$ cat src/hw/rtl/sbsbc_pkg.sv
// Types, constants and helpers for the popcount sorter.
`timescale 1ns / 1ps
package sbsbc_pkg;

  localparam int unsigned WORD_BITS   = 32;
  localparam int unsigned CNT_W       = 6;
  localparam int unsigned DEPTH_DEF   = 64;
  localparam int unsigned NUM_BUCKETS = WORD_BITS + 1;

  typedef struct packed {
    logic [WORD_BITS-1:0] word_in;
    logic                 set_end;
  } in_item_t;

  typedef struct packed {
    logic [WORD_BITS-1:0] word_out;
    logic [CNT_W-1:0]     ones_count;
    logic                 final_word;
    logic                 overflow;
  } out_item_t;

  function automatic logic [CNT_W-1:0] popcount(input logic [WORD_BITS-1:0] w);
    logic [CNT_W-1:0] n;
    n = '0;
    for (int i = 0; i < WORD_BITS; i++) begin
      n = n + CNT_W'(w[i]);
    end
    return n;
  endfunction

endpackage

$ cat src/hw/rtl/sbsbc_ram.sv
// Generic single-write, single-read RAM with registered read data.
`timescale 1ns / 1ps
module sbsbc_ram #(
  parameter int unsigned WIDTH = sbsbc_pkg::WORD_BITS,
  parameter int unsigned DEPTH = sbsbc_pkg::DEPTH_DEF
) (
  input  logic                     clk_i,
  input  logic                     we_i,
  input  logic [$clog2(DEPTH)-1:0] waddr_i,
  input  logic [WIDTH-1:0]         wdata_i,
  input  logic                     re_i,
  input  logic [$clog2(DEPTH)-1:0] raddr_i,
  output logic [WIDTH-1:0]         rdata_o
);

  logic [WIDTH-1:0] mem_q [DEPTH];

  always_ff @(posedge clk_i) begin
    if (we_i) begin
      mem_q[waddr_i] <= wdata_i;
    end
    if (re_i) begin
      rdata_o <= mem_q[raddr_i];
    end
  end

endmodule

$ cat config.mk
export PLATFORM = sky130hd
export DESIGN_NAME = sbsbc_ram
export DESIGN_NICKNAME = d
export VERILOG_FILES = /design/src/hw/rtl/sbsbc_pkg.sv /design/src/hw/rtl/sbsbc_ram.sv
export SDC_FILE = /design/constraint.sdc
export NUM_CORES = 2
export LEC_CHECK = 0
export BUFFER_PORTS_ARGS = -buffer_cell sky130_fd_sc_hd__buf_2
export CAP_MARGIN = 15
export CORE_ASPECT_RATIO = 0.75
export CORE_MARGIN = 8
export CORE_UTILIZATION = 25
export CTS_CLUSTER_DIAMETER = 60
export DETAILED_ROUTE_END_ITERATION = 16
export SETUP_SLACK_MARGIN = 0.5
export SYNTH_ARGS = -nofsm -noshare
export SYNTH_HDL_FRONTEND = slang
export SYNTH_SLANG_ARGS = --single-unit
$ cat constraint.sdc
create_clock -name clk_i -period 9.05 [get_ports clk_i]
set_input_delay 1.81 -clock clk_i [delete_from_list [all_inputs] [get_ports clk_i]]
set_output_delay 1.81 -clock clk_i [all_outputs]
set_load 0.01 [all_outputs]
==> flow_metrics.py <==
metrics = {
    "outcome": {
        "status": "finished clean",
    },
    "global_routing": {
        "grt_pass1_vias": 37218,
        "gr-total-overflow": 0,
        "grt_pass1_wl_um": 291800,
        "grt_max_degree": 99,
        "antenna_found_initial": 35,
        "gr-usage-all-layers": 0.1215,
    },
    "logic_synthesis": {
        "synth_commonest_cells": "edfxtp_1 (2080), mux4_2 (544), nor2_1 (137)",
        "synthesis.nets": 3371,
        "synth_edf_count": 2080,
        "ys.flop_type": "edfxtp_1",
        "yosysTopAreaCell": "edfxtp_1",
        "syn_avg_cell_area_um2": 23.72,
        "synth.area.top_cells": "edfxtp_1 (79%), mux4_2 (16%), mux2i_1 (1.2%)",
        "synth.most_common_cell": "edfxtp_1",
        "ys_ff_latch": 2080,
        "netlist_instances": 3324,
        "yosys.area.top_type_share": 0.7923,
        "ys_warn_count": 0,
        "synth_area_mm2": 0.07884,
        "ys_seq_area_frac": 0.7923,
        "netlist-cell-type-count": 33,
        "async_reset_ff_frac": 0,
    },
    "setup_path": {
        "crit_type": "primary input to flop",
        "reg2reg_from": "mem_q[38][19]",
        "required_ps": 9570,
        "crit_arrival_ps": 5480,
        "reg2reg_to": "rdata_o[19]",
        "reg2reg_depth": 5,
        "cp-end-kind": "flop",
        "cp_max_fo": 70,
        "critPathLaunchType": "primary input",
        "rrSetupSlack_ps": 6520,
    },
    "final_layout": {
        "final_nets": 3584,
        "post-route-util": 0.2901,
        "drive_above_1_share": 0.2882,
        "regArea_mm2": 0.06246,
        "syn_to_final_growth_pct": 15.46,
        "fillers": 30100,
        "multi_input_area_mm2": 0.01597,
    },
    "power_and_ir_drop": {
        "ir_worst_vdd_mv": 0.1959,
        "p_leak_nw": 27.28,
        "power.density_mw_per_mm2": 211.6,
    },
    "timing": {
        "max_freq_mhz": 201.7,
        "tightest_slew_ps": 1217,
        "hold_viol_final": 0,
        "setup_viol": 0,
        "min_period_over_period": 0.5478,
        "fin_setup_tns_ps": 0,
        "grt_setup_unrepaired": "no",
        "finClkSkew_ps": 22.62,
        "min_period_ps": 4957,
        "final_max_slew_viol_count": 0,
        "maxSlewHeadroom": 0.1889,
    },
    "cts": {
        "post_cts_buffers": 0,
        "ctsHoldBuffers": 0,
        "clockRootBuffer": "clkbuf_16",
        "clk_path_buf_depth": 3,
        "cts_max_level": 4,
        "cts_tree": "done",
        "clock-sinks": 2080,
        "cts_repair_resize_count": 0,
        "clk_latency_ps": 820,
        "cts_buffers": 189,
        "clk_pin_slew_worst_paths_ps": 60,
    },
    "floorplan": {
        "placementRows": 178,
        "die_y_um": 502.3,
        "core-area_mm2": 0.3138,
        "dieArea_mm2": 0.3338,
        "die_w_um": 664.4,
        "ioPinCount": 79,
        "initial_core_util": 0.2512,
    },
    "worst_hold_path": {
        "worst_hold_path_type": "flop to flop",
        "whs_endpoint": "rdata_o[17]",
        "whs_path_depth": 4,
        "min_from": "mem_q[13][17]",
    },
    "route": {
        "viasPerCell": 4.732,
        "wire_per_inst_um": 26.69,
        "first_pass_iters": 5,
        "drt-total-wl_um": 209100,
        "postRouteAntennaNets": 0,
        "vias": 37082,
        "first_iter_violations": 4600,
        "drc_errors": 0,
    },
    "placed_design": {
        "place_hpwl_um": 111600,
        "io_buffers": 78,
        "place_congestion": 0.7466,
    },
    "job": {
        "cap_violations": 0,
    },
}
-- layer usage --
metal,vias up,track usage,wire [um]
li1,14724,-,-
met2,1715,0.1976,99630
met3,254,0.02465,18170
met4,8,0.02364,3603
met1,20381,0.1697,87680
met5,-,0,55
-- placed cells by master (no fill, tap or decap), drive strengths merged, types with 12 or more instances in the layout --
cell type and instances:
a21oi 62, a22oi 12, buf 204, clkbuf 249
clkinv 77, edfxtp 2080, mux2i 93, mux4 544
nand2 26, nor2 137, nor2b 15, o221ai 27
o22ai 84
-- cell families after synthesis --
logic type	Yosys count	share of synthesized area
simple gates	223	0.01260
flops	2080	0.7923
compound gates	202	0.01666
mux	637	0.1672
buf+inv	182	0.01124
-- power breakdown --
group | switching, mW | total, mW | internal (mW) | leakage, nW
registers | 0.0331 | 10.7 | 10.7 | 18.7
logic | 0.620 | 0.975 | 0.355 | 5.74
clock network | 3.43 | 7.56 | 4.13 | 2.80
-- how the worst max path moves through the flow --
stage | from | to | slack (ps) | cells after the start
finish | raddr_i[0] | rdata_o[19] | 4090 | 8
global route | raddr_i[0] | rdata_o[19] | 3910 | 8
detailed placement | raddr_i[0] | rdata_o[19] | 3270 | 8
floorplan | waddr_i[3] | mem_q[48][0] | 4080 | 4
global placement | raddr_i[0] | rdata_o[19] | 3290 | 8
CTS | raddr_i[0] | rdata_o[19] | 4170 | 8
-- stage by stage --
| stage | instance area, um2 | hold WS [ps] | worst slack (ps) | power (mW) | instances |
|---|---|---|---|---|---|
| after floorplan | 78840 | 750.2 | 4080 | 11.43 | 3324 |
| after global placement | 84950 | 897.8 | 3292 | 11.88 | 7470 |
| after detailed placement | 84960 | 916.0 | 3275 | 11.90 | 7471 |
| final | 91030 | 946.6 | 4093 | 19.26 | 7836 |
| after global routing | 91010 | 992.1 | 3909 | 19.84 | 7828 |
| after CTS | 90710 | 930.9 | 4169 | 19.40 | 7813 |
-- registers in the layout, summed over array words and instances, names as in the netlist --
signal,flops
mem_q,2048
rdata_o,32
-- critical path, cell delays in order --
cell,delay (ps)
buf_8,390
buf_12,510
buf_4,730
mux4_2,610
mux2i_1,140
a21oi_1,120
a21oi_1,880
nor2_1,70
-- final cells by class --
class | instances | share of cell area
sequential | 2080 | 0.6862
timing repair buffer | 204 | 0.01814
clock inverter | 93 | 0.006612
multi-input combinational | 1062 | 0.1754
clock buffer | 249 | 0.05653
antenna | 8 | 0.0002199
tap | 4140 | 0.05691
(Power assumes the default switching activity.)
